### config.mk
export PLATFORM = sky130hd
export DESIGN_NAME = x86_subset_decode_execute
export DESIGN_NICKNAME = d
export VERILOG_FILES = /design/src/x86de_pkg.sv /design/src/x86_subset_decode_execute.sv /design/src/x86de_front.sv /design/src/x86de_queue.sv /design/src/x86de_back.sv
export SDC_FILE = /design/constraint.sdc
export NUM_CORES = 2
export LEC_CHECK = 0
export BUFFER_PORTS_ARGS = -buffer_cell sky130_fd_sc_hd__clkbuf_2
export CAP_MARGIN = 20
export CORE_AREA = 2 2 374 413
export DETAILED_ROUTE_END_ITERATION = 12
export DIE_AREA = 0 0 376 415
export PLACE_DENSITY = 0.81
export SYNTH_ARGS = -nofsm -noshare
export SYNTH_HDL_FRONTEND = slang
export SYNTH_HIERARCHICAL = 1
export SYNTH_SLANG_ARGS = --single-unit
### constraint.sdc
create_clock -name clk -period 23.3 [get_ports clk]
set_input_delay 4.66 -clock clk [delete_from_list [all_inputs] [get_ports clk]]
set_output_delay 4.66 -clock clk [all_outputs]
set_load 0.02 [all_outputs]
### src/x86de_pkg.sv
// ----------------------------------------------------------------------------
// x86de_pkg: shared types and constants for the x86 subset decoder/executor
// front classifies code bytes into operations, back runs them on the regfile
// ----------------------------------------------------------------------------
package x86de_pkg;

  localparam int OFFSET_BITS = 32;
  localparam int NUM_REGS    = 8;
  localparam int RIDX_W      = $clog2(NUM_REGS);
  localparam int QDEPTH      = 4;
  localparam int QPTR_W      = $clog2(QDEPTH);

  // configuration register indexes
  localparam logic [1:0] CFG_ENTRY = 2'd0;
  localparam logic [1:0] CFG_LIMIT = 2'd1;
  localparam logic [1:0] CFG_SYS   = 2'd2;

  // input actions
  localparam logic [1:0] ACT_START = 2'd0;
  localparam logic [1:0] ACT_BYTE  = 2'd1;
  localparam logic [1:0] ACT_WRITE = 2'd2;
  localparam logic [1:0] ACT_READ  = 2'd3;

  // result kinds
  localparam logic [2:0] K_EXEC   = 3'd0;
  localparam logic [2:0] K_DONE   = 3'd1;
  localparam logic [2:0] K_TRUNC  = 3'd2;
  localparam logic [2:0] K_UNSUP  = 3'd3;
  localparam logic [2:0] K_DENIED = 3'd4;
  localparam logic [2:0] K_LIMIT  = 3'd5;
  localparam logic [2:0] K_READ   = 3'd6;

  // opcode bytes
  localparam logic [7:0] OPC_NOP   = 8'h90;
  localparam logic [7:0] OPC_RET   = 8'hc3;
  localparam logic [7:0] OPC_ESC   = 8'h0f;
  localparam logic [7:0] OPC_SYS   = 8'h05;
  localparam logic [7:0] OPC_REXW  = 8'h48;
  localparam logic [7:0] OPC_MOVI0 = 8'hb8;
  localparam logic [7:0] OPC_MOVI7 = 8'hbf;
  localparam logic [7:0] OPC_MOVR  = 8'h89;
  localparam logic [7:0] OPC_ADDR  = 8'h01;
  localparam logic [7:0] OPC_MOVS  = 8'hc7;

  typedef enum logic [2:0] {
    PH_FIRST, PH_0F, PH_REX, PH_MODRM, PH_IMM
  } phase_t;

  // back-end operations
  typedef enum logic [3:0] {
    OP_NOP,      // executed without register write
    OP_RET,
    OP_SYS,
    OP_MOV,
    OP_ADD,
    OP_IMM,
    OP_STOP,     // single stop result (trunc/unsup/limit/denied) with given kind
    OP_READ,
    OP_WRITE
  } op_t;

  // one queued command from front to back
  typedef struct packed {
    op_t                 op;
    logic [2:0]          kind;      // for OP_STOP
    logic                last;      // code buffer ends after this instr
    logic                at_limit;  // step count reaches limit after this instr
    logic [63:0]         addr;      // rip or fault address
    logic [31:0]         count;     // executed count reported
    logic [RIDX_W-1:0]   dst;
    logic [RIDX_W-1:0]   src;
    logic [63:0]         value;
  } cmd_t;

  typedef struct packed {
    logic [2:0]        kind;
    logic [63:0]       address;
    logic [31:0]       executed_count;
    logic              wrote_register;
    logic [RIDX_W-1:0] dest_index;
    logic [63:0]       dest_value;
    logic              was_syscall;
    logic              last_of_run;
  } res_t;

endpackage

### src/x86_subset_decode_execute.sv
// ----------------------------------------------------------------------------
// x86_subset_decode_execute: byte-serial x86-64 subset decoder and executor
//
// channel | dir | beat contents
// in_     | in  | tdata: action, code_byte, reg_index, reg_value; tlast: is_last
// out_    | out | tdata: kind, address, executed_count, wrote_register,
//         |     |        dest_index, dest_value, was_syscall; tlast: last_of_run
// cfg_    | in  | index 0 entry_address, 1 step_limit, 2 syscalls_allowed
//
// one beat per cycle into decoder unless queue full; 4-entry queue feeds executor
// instruction ending with a tail result yields two results from the executor
// synchronous active-low reset; registers zeroed, step_limit 1024
// input stalls only when the command queue is full
// ----------------------------------------------------------------------------
module x86_subset_decode_execute import x86de_pkg::*; (
  input  logic         clk,
  input  logic         rst_n,
  input  logic         in_tvalid,
  output logic         in_tready,
  input  logic [79:0]  in_tdata,  // action, code_byte, reg_index, reg_value, pad
  input  logic         in_tlast,  // is_last
  output logic         out_tvalid,
  input  logic         out_tready,
  output logic [167:0] out_tdata, // kind, address, executed_count, wrote_register,
                                  // dest_index, dest_value, was_syscall
  output logic         out_tlast,
  input  logic         cfg_we,
  input  logic [1:0]   cfg_index,
  input  logic [63:0]  cfg_wdata
);

  logic [63:0] entry_r;
  logic [31:0] limit_r;
  logic        sys_r;
  logic        q_wv, q_wr, q_rv, q_rr;
  cmd_t        q_wd, q_rd;
  res_t        res;

  // configuration registers
  always_ff @(posedge clk) begin
    if (!rst_n) begin
      entry_r <= '0;
      limit_r <= 32'd1024;
      sys_r   <= 1'b0;
    end else if (cfg_we) begin
      case (cfg_index)
        CFG_ENTRY: entry_r <= cfg_wdata;
        CFG_LIMIT: limit_r <= cfg_wdata[31:0];
        CFG_SYS:   sys_r   <= cfg_wdata[0];
        default: ;
      endcase
    end
  end

  x86de_front u_front (
    .clk, .rst_n,
    .in_valid(in_tvalid), .in_ready(in_tready),
    .action(in_tdata[1:0]), .code_byte(in_tdata[9:2]), .is_last(in_tlast),
    .reg_index(in_tdata[12:10]), .reg_value(in_tdata[76:13]),
    .entry_address(entry_r), .step_limit(limit_r), .syscalls_allowed(sys_r),
    .cmd_valid(q_wv), .cmd_ready(q_wr), .cmd(q_wd)
  );

  x86de_queue u_queue (
    .clk, .rst_n,
    .wr_valid(q_wv), .wr_ready(q_wr), .wr_data(q_wd),
    .rd_valid(q_rv), .rd_ready(q_rr), .rd_data(q_rd)
  );

  x86de_back u_back (
    .clk, .rst_n,
    .cmd_valid(q_rv), .cmd_ready(q_rr), .cmd(q_rd),
    .res_valid(out_tvalid), .res_ready(out_tready), .res
  );

  assign out_tdata = {res.was_syscall, res.dest_value, res.dest_index,
                      res.wrote_register, res.executed_count, res.address, res.kind};
  assign out_tlast = res.last_of_run;

endmodule

### src/x86de_front.sv
// ----------------------------------------------------------------------------
// x86de_front: byte decoder
// tracks decode phase, offsets and step count; emits at most one command per beat
// ----------------------------------------------------------------------------
module x86de_front import x86de_pkg::*; (
  input  logic        clk,
  input  logic        rst_n,
  input  logic        in_valid,
  output logic        in_ready,
  input  logic [1:0]  action,
  input  logic [7:0]  code_byte,
  input  logic        is_last,
  input  logic [RIDX_W-1:0] reg_index,
  input  logic [63:0] reg_value,
  input  logic [63:0] entry_address,
  input  logic [31:0] step_limit,
  input  logic        syscalls_allowed,
  output logic        cmd_valid,
  input  logic        cmd_ready,
  output cmd_t        cmd
);

  logic                   running_r, running_nxt;
  phase_t                 phase_r, phase_nxt;
  logic [OFFSET_BITS-1:0] ofs_r, ofs_nxt;
  logic [OFFSET_BITS-1:0] start_r, start_nxt;
  logic [31:0]            cnt_r, cnt_nxt;
  logic [7:0]             opc_r, opc_nxt;
  logic [7:0]             modrm_r, modrm_nxt;
  logic [63:0]            imm_r, imm_nxt;
  logic [3:0]             need_r, need_nxt;

  logic                   fire;
  logic [OFFSET_BITS-1:0] ofs_inc;
  logic [63:0]            fault, rip;
  logic [31:0]            cnt_inc;
  logic [3:0]             total;
  logic [3:0]             need_eff;
  logic [2:0]             bsel;
  logic [63:0]            imm_or;

  assign in_ready = cmd_ready;
  assign fire     = in_valid && in_ready;
  assign ofs_inc  = ofs_r + 1'b1;
  assign fault    = entry_address + 64'(start_r);
  assign rip      = entry_address + 64'(ofs_inc);
  assign cnt_inc  = cnt_r + 32'd1;
  assign total    = (opc_r == OPC_MOVS) ? 4'd4 : 4'd8;
  assign need_eff = (need_r == 4'd0 || need_r > total) ? total : need_r;
  assign bsel     = 3'(total - need_eff);
  assign imm_or   = imm_r | (64'(code_byte) << {bsel, 3'b000});

  // decode and command build
  always_comb begin
    running_nxt = running_r;
    phase_nxt   = phase_r;
    ofs_nxt     = ofs_r;
    start_nxt   = start_r;
    cnt_nxt     = cnt_r;
    opc_nxt     = opc_r;
    modrm_nxt   = modrm_r;
    imm_nxt     = imm_r;
    need_nxt    = need_r;
    cmd_valid   = 1'b0;
    cmd         = '0;
    cmd.op      = OP_NOP;
    cmd.last    = is_last;
    cmd.count   = cnt_r;
    cmd.addr    = fault;
    if (fire) begin
      unique case (action)
        ACT_START: begin
          ofs_nxt = '0; start_nxt = '0; cnt_nxt = '0;
          opc_nxt = '0; modrm_nxt = '0; imm_nxt = '0;
          phase_nxt = PH_FIRST; need_nxt = '0;
          running_nxt = 1'b1;
          if (step_limit == 32'd0) begin
            running_nxt = 1'b0;
            cmd_valid = 1'b1;
            cmd.op    = OP_STOP;
            cmd.kind  = K_LIMIT;
            cmd.addr  = entry_address;
            cmd.count = '0;
          end
        end
        ACT_WRITE: begin
          cmd_valid = 1'b1;
          cmd.op    = OP_WRITE;
          cmd.dst   = reg_index;
          cmd.value = reg_value;
        end
        ACT_READ: begin
          cmd_valid = 1'b1;
          cmd.op    = OP_READ;
          cmd.dst   = reg_index;
        end
        default: begin
          if (running_r) begin
            if (phase_r == PH_FIRST && cnt_r >= step_limit) begin
              cmd_valid = 1'b1;
              cmd.op    = OP_STOP;
              cmd.kind  = K_LIMIT;
              running_nxt = 1'b0;
              need_nxt  = '0;
            end else begin
              logic done, unsup;
              done  = 1'b0;
              unsup = 1'b0;
              ofs_nxt = ofs_inc;
              unique case (phase_r)
                PH_FIRST: begin
                  if (code_byte == OPC_NOP) begin
                    done = 1'b1; cmd.op = OP_NOP;
                  end else if (code_byte == OPC_RET) begin
                    done = 1'b1; cmd.op = OP_RET;
                  end else if (code_byte == OPC_ESC) begin
                    phase_nxt = PH_0F;
                  end else if (code_byte == OPC_REXW) begin
                    phase_nxt = PH_REX;
                  end else begin
                    unsup = 1'b1;
                  end
                end
                PH_0F: begin
                  if (code_byte == OPC_SYS) begin
                    done = 1'b1;
                    cmd.op = syscalls_allowed ? OP_SYS : OP_RET;
                    if (!syscalls_allowed) begin
                      cmd.op   = OP_STOP;
                      cmd.kind = K_DENIED;
                    end
                  end else begin
                    unsup = 1'b1;
                  end
                end
                PH_REX: begin
                  opc_nxt = code_byte;
                  imm_nxt = '0;
                  if (code_byte >= OPC_MOVI0 && code_byte <= OPC_MOVI7) begin
                    need_nxt  = 4'd8;
                    phase_nxt = PH_IMM;
                  end else begin
                    phase_nxt = PH_MODRM;
                  end
                end
                PH_MODRM: begin
                  modrm_nxt = code_byte;
                  cmd.dst   = code_byte[2:0];
                  cmd.src   = code_byte[5:3];
                  if (code_byte[7:6] != 2'b11) begin
                    unsup = 1'b1;
                  end else if (opc_r == OPC_MOVR) begin
                    done = 1'b1; cmd.op = OP_MOV;
                  end else if (opc_r == OPC_ADDR) begin
                    done = 1'b1; cmd.op = OP_ADD;
                  end else if (opc_r != OPC_MOVS || code_byte[5:3] != 3'd0) begin
                    unsup = 1'b1;
                  end else begin
                    need_nxt  = 4'd4;
                    phase_nxt = PH_IMM;
                  end
                end
                default: begin
                  imm_nxt  = imm_or;
                  need_nxt = need_eff - 4'd1;
                  if (need_eff == 4'd1) begin
                    done   = 1'b1;
                    cmd.op = OP_IMM;
                    if (total == 4'd4) begin
                      cmd.dst   = modrm_r[2:0];
                      cmd.value = {{32{imm_or[31]}}, imm_or[31:0]};
                    end else begin
                      cmd.dst   = opc_r[2:0];
                      cmd.value = imm_or;
                    end
                  end
                end
              endcase
              if (unsup) begin
                cmd_valid = 1'b1;
                cmd.op    = OP_STOP;
                cmd.kind  = K_UNSUP;
                running_nxt = 1'b0;
                phase_nxt = PH_FIRST;
                need_nxt  = '0;
              end else if (done) begin
                cmd_valid = 1'b1;
                cnt_nxt   = cnt_inc;
                cmd.count = cnt_inc;
                start_nxt = ofs_inc;
                phase_nxt = PH_FIRST;
                need_nxt  = '0;
                cmd.at_limit = (cnt_inc >= step_limit);
                if (cmd.op == OP_STOP) begin
                  cmd.addr = fault;
                  running_nxt = 1'b0;
                end else begin
                  cmd.addr = rip;
                  if (cmd.op == OP_RET || cmd.at_limit || is_last)
                    running_nxt = 1'b0;
                end
              end else if (is_last) begin
                cmd_valid = 1'b1;
                cmd.op    = OP_STOP;
                cmd.kind  = K_TRUNC;
                running_nxt = 1'b0;
                phase_nxt = PH_FIRST;
                need_nxt  = '0;
              end
            end
          end
        end
      endcase
    end
  end

  // decode state
  always_ff @(posedge clk) begin
    if (!rst_n) begin
      running_r <= 1'b0;
      phase_r   <= PH_FIRST;
      ofs_r     <= '0;
      start_r   <= '0;
      cnt_r     <= '0;
      need_r    <= '0;
    end else begin
      running_r <= running_nxt;
      phase_r   <= phase_nxt;
      ofs_r     <= ofs_nxt;
      start_r   <= start_nxt;
      cnt_r     <= cnt_nxt;
      need_r    <= need_nxt;
    end
  end

  always_ff @(posedge clk) begin
    if (!rst_n) begin
      opc_r   <= '0;
      modrm_r <= '0;
      imm_r   <= '0;
    end else begin
      opc_r   <= opc_nxt;
      modrm_r <= modrm_nxt;
      imm_r   <= imm_nxt;
    end
  end

  // no decode progress while idle
  assert property (@(posedge clk) disable iff (!rst_n)
    !running_r |-> phase_r == PH_FIRST)
    else $error("decode phase left first byte while idle");
  // step count only grows by one at a time or restarts
  assert property (@(posedge clk) disable iff (!rst_n)
    cnt_r != $past(cnt_r) |-> cnt_r == $past(cnt_r) + 32'd1 || cnt_r == '0)
    else $error("step count jumped");
  // a command appears only on an accepted beat
  assert property (@(posedge clk) disable iff (!rst_n)
    cmd_valid |-> fire)
    else $error("command without input beat");

endmodule

### src/x86de_queue.sv
// ----------------------------------------------------------------------------
// x86de_queue: small command queue between decoder and executor
// ----------------------------------------------------------------------------
module x86de_queue import x86de_pkg::*; (
  input  logic clk,
  input  logic rst_n,
  input  logic wr_valid,
  output logic wr_ready,
  input  cmd_t wr_data,
  output logic rd_valid,
  input  logic rd_ready,
  output cmd_t rd_data
);

  cmd_t              mem_r [QDEPTH];
  logic [QPTR_W-1:0] wp_r, rp_r;
  logic [QPTR_W:0]   fill_r, fill_nxt;
  logic              push, pop;

  assign wr_ready = (fill_r != QPTR_W'(0) + (QPTR_W+1)'(QDEPTH));
  assign rd_valid = (fill_r != '0);
  assign push     = wr_valid && wr_ready;
  assign pop      = rd_valid && rd_ready;
  assign rd_data  = mem_r[rp_r];

  // fill tracking
  always_comb begin
    fill_nxt = fill_r;
    if (push && !pop) fill_nxt = fill_r + 1'b1;
    else if (pop && !push) fill_nxt = fill_r - 1'b1;
  end

  always_ff @(posedge clk) begin
    if (!rst_n) begin
      wp_r   <= '0;
      rp_r   <= '0;
      fill_r <= '0;
    end else begin
      if (push) wp_r <= wp_r + 1'b1;
      if (pop)  rp_r <= rp_r + 1'b1;
      fill_r <= fill_nxt;
    end
  end

  // entries
  always_ff @(posedge clk) begin
    if (push) mem_r[wp_r] <= wr_data;
  end

  assert property (@(posedge clk) disable iff (!rst_n)
    fill_r <= (QPTR_W+1)'(QDEPTH))
    else $error("queue overflow");
  assert property (@(posedge clk) disable iff (!rst_n)
    fill_r == '0 |-> wp_r == rp_r)
    else $error("pointers disagree with empty queue");
  assert property (@(posedge clk) disable iff (!rst_n)
    push && !pop |=> fill_r == $past(fill_r) + 1'b1)
    else $error("push lost");

endmodule

### src/x86de_back.sv
// ----------------------------------------------------------------------------
// x86de_back: executor
// runs commands on regfile, emits one or two results per non-write command
// ----------------------------------------------------------------------------
module x86de_back import x86de_pkg::*; (
  input  logic clk,
  input  logic rst_n,
  input  logic cmd_valid,
  output logic cmd_ready,
  input  cmd_t cmd,
  output logic res_valid,
  input  logic res_ready,
  output res_t res
);

  logic [63:0] rf_r [NUM_REGS];
  logic        second_r, second_nxt;   // executed result done, tail pending
  logic        res_valid_r;
  res_t        res_r;
  logic        out_free;
  logic        two;
  logic        emit;
  logic [63:0] src_v, dst_v, new_v;
  res_t        r;

  assign out_free  = !res_valid_r || res_ready;
  assign src_v     = rf_r[cmd.src];
  assign dst_v     = rf_r[cmd.dst];
  assign two       = (cmd.op == OP_NOP || cmd.op == OP_SYS || cmd.op == OP_MOV ||
                      cmd.op == OP_ADD || cmd.op == OP_IMM) &&
                     (cmd.at_limit || cmd.last);
  assign emit      = cmd_valid && out_free && cmd.op != OP_WRITE;
  assign cmd_ready = cmd.op == OP_WRITE ? 1'b1 : (out_free && (!two || second_r));
  assign res_valid = res_valid_r;
  assign res       = res_r;

  // new register value
  always_comb begin
    case (cmd.op)
      OP_MOV:  new_v = src_v;
      OP_ADD:  new_v = dst_v + src_v;
      default: new_v = cmd.value;
    endcase
  end

  // result build
  always_comb begin
    r = '0;
    r.executed_count = cmd.count;
    r.address        = cmd.addr;
    second_nxt       = second_r;
    if (second_r) begin
      r.kind        = cmd.at_limit ? K_LIMIT : K_TRUNC;
      r.last_of_run = 1'b1;
    end else begin
      unique case (cmd.op)
        OP_RET: begin r.kind = K_DONE; r.last_of_run = 1'b1; end
        OP_STOP: begin r.kind = cmd.kind; r.last_of_run = 1'b1; end
        OP_READ: begin
          r.kind = K_READ; r.address = '0; r.dest_index = cmd.dst;
          r.dest_value = dst_v; r.last_of_run = 1'b1;
        end
        OP_MOV, OP_ADD, OP_IMM: begin
          r.kind = K_EXEC; r.wrote_register = 1'b1;
          r.dest_index = cmd.dst; r.dest_value = new_v; r.last_of_run = !two;
        end
        default: begin
          r.kind = K_EXEC; r.was_syscall = (cmd.op == OP_SYS);
          r.last_of_run = !two;
        end
      endcase
    end
    if (emit) second_nxt = two && !second_r;
  end

  always_ff @(posedge clk) begin
    if (!rst_n) begin
      res_valid_r <= 1'b0;
      second_r    <= 1'b0;
    end else begin
      second_r <= second_nxt;
      if (emit) res_valid_r <= 1'b1;
      else if (res_ready) res_valid_r <= 1'b0;
    end
  end

  always_ff @(posedge clk) begin
    if (emit) res_r <= r;
  end

  // register file writes
  always_ff @(posedge clk) begin
    if (!rst_n) begin
      for (int i = 0; i < NUM_REGS; i++) rf_r[i] <= '0;
    end else if (cmd_valid && !second_r &&
                 (cmd.op == OP_WRITE || (emit && (cmd.op == OP_MOV ||
                  cmd.op == OP_ADD || cmd.op == OP_IMM)))) begin
      rf_r[cmd.dst] <= new_v;
    end
  end

  assert property (@(posedge clk) disable iff (!rst_n)
    second_r |-> cmd_valid)
    else $error("tail pending without command");
  assert property (@(posedge clk) disable iff (!rst_n)
    res_valid_r && !res_ready |=> res_valid_r && $stable(res_r))
    else $error("held result changed");
  assert property (@(posedge clk) disable iff (!rst_n)
    emit && second_r |-> cmd_ready)
    else $error("tail result did not retire command");

endmodule
# Word-level counts from Yosys, hierarchy flattened
# Memory sizes are Yosys's and may differ from the RTL's. A register that Yosys moved wholly into a read port is not among the register bits.
# Cells that the tools add are included.
# classes
n_addsub	11
magnitude_cmp	5
eq_ne	47
n_shift	1
n_mux	164
n_bitwise	2
n_reduce_logical	71
# op_table
op	n
2-to-1 mux 64 bit	9
one-hot mux 64 bit (2 select lines)	4
2-to-1 mux 167 bit	3
2-to-1 mux 32 bit	10
2-to-1 mux 97 bit	2
one-hot mux 32 bit (2 select lines)	3
one-hot mux 96 bit (2 select lines)	1
one-hot mux 67 bit (2 select lines)	1
adder 64 x 32 -> 64 bit	2
2-to-1 mux 96 bit	1
2-to-1 mux 3 bit	29
2-to-1 mux 4 bit	19
adder 32 x 1 -> 32 bit (second input constant)	2
adder 64 bit	1
>= comparator 32 bit	2
OR 64 bit	1
OR reduction 64 bit	1
<< shifter 8 x 6 -> 64 bit	1
2-to-1 mux 1 bit	52
2-to-1 mux 7 bit	6
inequality test 6 bit (second input constant)	6
== test 8 bit (second input constant)	4
logical NOT 32 bit	1
one-hot mux 3 bit (2 select lines)	5
60 further kinds	135
# totals
ff_bits	454
ramBits	1212
inputBits	152
output_inout_bits	171
elab_cells	328
mem_count	2
# memory_table
memory	words	width	read_ports	rd_clocked_by_memory_dff	wr	line	rtl
u_queue.mem_r	4	175	1	1	1	x86de_queue.sv:15	cmd_t mem_r [QDEPTH];
u_back.rf_r	8	64	2	0	8	x86de_back.sv:16	logic [63:0] rf_r [NUM_REGS];

# Longest topological paths before layout
# logic_depth
depth_word	23
ltp_mapped	23
ltp_nobuf	22

# Cells and area by module
# The synthesis kept the hierarchy.
# modules_own_cells
module	n_inst	cells_each	area_per_inst_um2	seq_area_each_um2
x86de_back	1	2868	35718.0	20489.7
x86de_queue	1	962	25748.4	21200.3
x86de_front	1	2573	17717.0	3583.4
x86_subset_decode_execute	1	387	3816.2	1941.9

# Worst setup path before layout
# OpenSTA, ideal clock, no wires.
# synth_path
kind	in2reg
from	in in_tdata[7]
to	mem u_queue/mem_r[0][0] (netlist name), enable pin
setup_ps	556
arrival_ps	10525
required_ps	22744
setup_slack_ps	12219
cell_stages	10
path_buffers	1
cell_sequence	buf_2 or3_1 o32a_1 nor2_1 o41ai_4 nand3b_1 nand3_1 a21oi_1 a21boi_2 and2_1
# synth_via
elab_chain_len	19
# synth_rtl
element	line	rtl
start: declaration	x86_subset_decode_execute.sv:20	input logic [79:0] in_tdata,
branches (longest 11 deep; another with == test 8 x 7 -> 1 bit)	n/a	
2-to-1 mux 1 bit (*)	x86de_front.sv:179	if (unsup) begin
2-to-1 mux 1 bit (*)	x86de_front.sv:99	if (phase_r == PH_FIRST && cnt_r >= step_limit) begin
2-to-1 mux 1 bit (*)	x86de_front.sv:98	if (running_r) begin
one-hot mux 1 bit (2 select lines) (*)	x86de_front.sv:71	unique case (action)
2-to-1 mux 1 bit (*)	x86de_front.sv:70	if (fire) begin
via q_wv	x86_subset_decode_execute.sv:35	logic q_wv, q_wr, q_rv, q_rr;
logical AND 1 bit (*)	x86de_queue.sv:22	assign push = wr_valid && wr_ready;
via u_queue.push	x86de_queue.sv:18	logic push, pop;
2-to-1 mux 1 bit (*)	x86de_queue.sv:47	if (push) mem_r[wp_r] <= wr_data;
2-to-1 mux 1 bit (not written as such) (*)	x86de_queue.sv:47	
end: declaration	x86de_queue.sv:15	
# Mark *: on every way through the listed nets, which the timed path passes. The select of a mux whose other input is x is not followed.

# Worst setup path in the final report
# layout_path
from	in in_tdata[7]
to	mem u_queue/mem_r[2][72] (netlist name), enable pin
# The elaborated chain is that of the path after synthesis.

==> qor.csv <==
stage,metric,value,unit
run_status,status,completed,
worst_setup_path,CP max FO,65,
worst_setup_path,crit path DAT,9.52,ns
worst_setup_path,critical path class,input pin to register,
final_layout,Layout Area Growth over Synthesis,10.4,%
drt,Routed WL,255000,um
worst_setup_path,required time of the critical path,23.72,ns
clock_tree,clock slew at reported path FFs,0.06,ns
yosys,compound-cell area share of the yosys netlist,0.125,
worst_setup_path,CP startpoint kind,input pin,
floorplan,starting density of the core,0.547,
grt,first-pass GRT wire length,373000,um
clock_tree,CTS tree,yes,
yosys,main combinational cell family by area after synthesis,compound AO/OA/AOI/OAI gates,
yosys,#FFs+latches synth,1668,
sta,Setup TNS,0,ns
floorplan,IO Pins,323,
drt,drt drc,0,
drt,Detail Route Antenna Nets,0,
sta,final slew viol count,0,
grt,vias in the first global route,59874,
yosys,Post-Synth XOR/XNOR Area,0.0216,
yosys,adder-cell share of the synthesized area,0.0319,
sta,Rel. slew slack,0.192,
grt,GR Util met3,0.0901,
sta,final period utilization,0.390,
grt,GRT Residual Overflow,0,
sta,Fmax,110,MHz
clock_tree,clk_lat worst skew,0.84,ns
floorplan,die area,0.156,mm^2
grt,largest net degree at the start of global routing,78,
drt,Via density,6.82,
yosys,most common flop cell mapped by yosys,edfxtp_1,
clock_tree,clk sink count,1668,
drt,total number of vias,61595,
yosys,post-synth top area share,0.500,
floorplan,Die Span Y,415,um
pwr,Total Power,0.0101,W
yosys,Mapped Avg Cell Area,12.2,um^2
pwr,P per Cell Area,110,mW/mm^2
floorplan,die width,376,um
grt,GR Layer Usage met1,0.406,
clock_tree,CTS Buf Count,165,
clock_tree,CTS Hold Bufs,0,
drt,DR WL/cell,28.2,um
clock_tree,H-tree levels,4,
yosys,mux cell area share after synthesis,0.105,
yosys,"top cells by area, synth","edfxtp_1 50%, mux4_2 8.2%, dfxtp_1 6.9%, nor2_1 3.6%, ha_1 3.1%",
grt,met2 usage,0.503,
placed_design,DP HPWL,164000,um
yosys,"area leader, netlist",edfxtp_1,
yosys,cell area after synthesis,0.0830,mm^2
drt,DR pass1 iterations,9,
floorplan,Rows,150,
yosys,simple-gate area share of the yosys netlist,0.118,
yosys,Yosys cell types,112,
final_layout,most frequent cells in the layout,"1381 x edfxtp_1, 779 x nor2_1, 609 x nand2_1",
grt,initial antenna violation count,16,
clock_tree,postcts setup bufs,0,
worst_setup_path,crit end category,register,
pwr,worst vdd ir,0.0794,mV
floorplan,area of the core,0.152,mm^2
grt,most used routing layer,met2,
final_layout,fin nets,7271,
placed_design,GPL Wtd Cong,1.00,
clock_tree,clock root buffer,clkbuf_16,
sta,final critical-path required period,9.10,ns
yosys,Post-Synthesis Cells,6790,
placed_design,IO Port Bufs,319,
sta,clk_skew,0.0445,ns
sta,Final Hold Viols,0,
sta,Setup-failing EPs final,0,
yosys,ys async rst share,0,
pwr,Leakage Power,32.5,nW
final_layout,"commonest non-fill, non-tap cell in the layout",edfxtp_1,
yosys,number of synthesized flops with an enable pin,1381,
worst_hold_path,min-delay worst type,register to register,
sta,Tightest Pin Transition,1.21,ns
yosys,Syn Nets,7151,
yosys,register area share after synthesis,0.569,
clock_tree,Longest Clk Path Bufs,3,
run,Max-cap violations,0,
yosys,Synth warnings,6,
final_layout,layout cells sized above 1,0.169,
clock_tree,CTS-repair resized insts,0,
grt,Overall Global Routing Usage,0.319,
sta,RSZ-0062 raised after global routing,false,
drt,Iter 0 DRT Violations,9705,
state kept, by name (all words and copies together) (netlist names), 64 cells and up, named ones only:
| signal | count |
|---|---|
| entry_r | 64 |
| u_queue/mem_r | 700 |
| u_back/res | 169 |
| u_front/imm_r | 64 |
| u_back/rf_r | 512 |
worst max-delay path: stages:
cell and delay (ns):
clkbuf_2 0.34, nor3_1 0.40, nand4_1 0.24, nor2_1 0.27
or2_4 0.19, o41ai_4 0.16, nand3b_1 0.20, nand3_1 0.09
a21oi_1 0.26, a21boi_2 0.43, and2_4 0.48, buf_4 0.83
buf_4 0.76
through the flow:
step	hold slack [ns]	instances	setup WS, ns	utilization	instance area [um^2]
finish	0.458	9036	14.20	0.604	91600
floorplan	0.432	6790	12.22	-	83000
CTS	0.458	9029	14.32	0.604	91600
global route	0.477	9030	13.98	0.604	91600
global placement	0.439	8717	13.56	0.566	85900
detailed placement	0.451	8718	13.49	0.567	85900
cell type report:
class	count	area, um^2
fillers	11471	60000
flip-flops and latches	1668	47200
multi-input cells	4566	33500
clock buffers	205	4330
well taps	1976	2470
repair buffers	418	2380
clock inverters	106	1320
inverters	91	350
diodes	6	15.0
metal layers:
layer	part of all wire	wire length (um)
met1	0.35	89300
met2	0.46	118000
met3	0.13	33900
met4	0.053	13600
met5	0.0012	304
synth_stat cells (35+ instances only):
library cell	count
edfxtp_1	1381
nor2_1	785
nand2_1	626
a21oi_1	462
clkbuf_1	331
mux4_2	303
dfxtp_1	287
a22oi_1	284
o21ai_0	228
ha_1	205
and2_1	178
nand4_1	141
xnor2_1	116
mux2i_1	112
a21o_1	95
nand3_1	94
inv_1	89
xor2_1	89
nor3_1	85
buf_2	68
a31oi_1	65
mux2_2	65
and3_1	51
a22o_1	36
o2bb2ai_1	35
report_power, final:
| part | total (W) | internal (W) | switching, W |
|---|---|---|---|
| clock | 0.00276 | 0.00157 | 0.00120 |
| combinational | 0.00360 | 0.00120 | 0.00240 |
| sequential | 0.00372 | 0.00360 | 0.000120 |
| total | 0.0101 | 0.00637 | 0.00372 |
final timing paths:
kind	start	end	slack (ns)	cells after the start
setup / recovery	in_tdata[7]	u_queue/mem_r[2][72]	14.20	13
hold / removal	u_front/start_r[21]	u_front/start_r[21]	0.46	2
setup reg to reg	register	u_back/res[65]	14.50	17
hold reg to reg	u_front/start_r[21]	u_front/start_r[21]	0.46	2
cell families (layout without fill, tap and decap cells):
logic type	Yosys count	count (layout)
compound gates	1537	1537
flops	1668	1668
xor+xnor	205	205
other cells	0	6
buf+inv	556	820
fa+ha+maj	209	209
simple gates	2135	2135
mux	480	480
No activity file was read; power rests on OpenSTA's default activity.
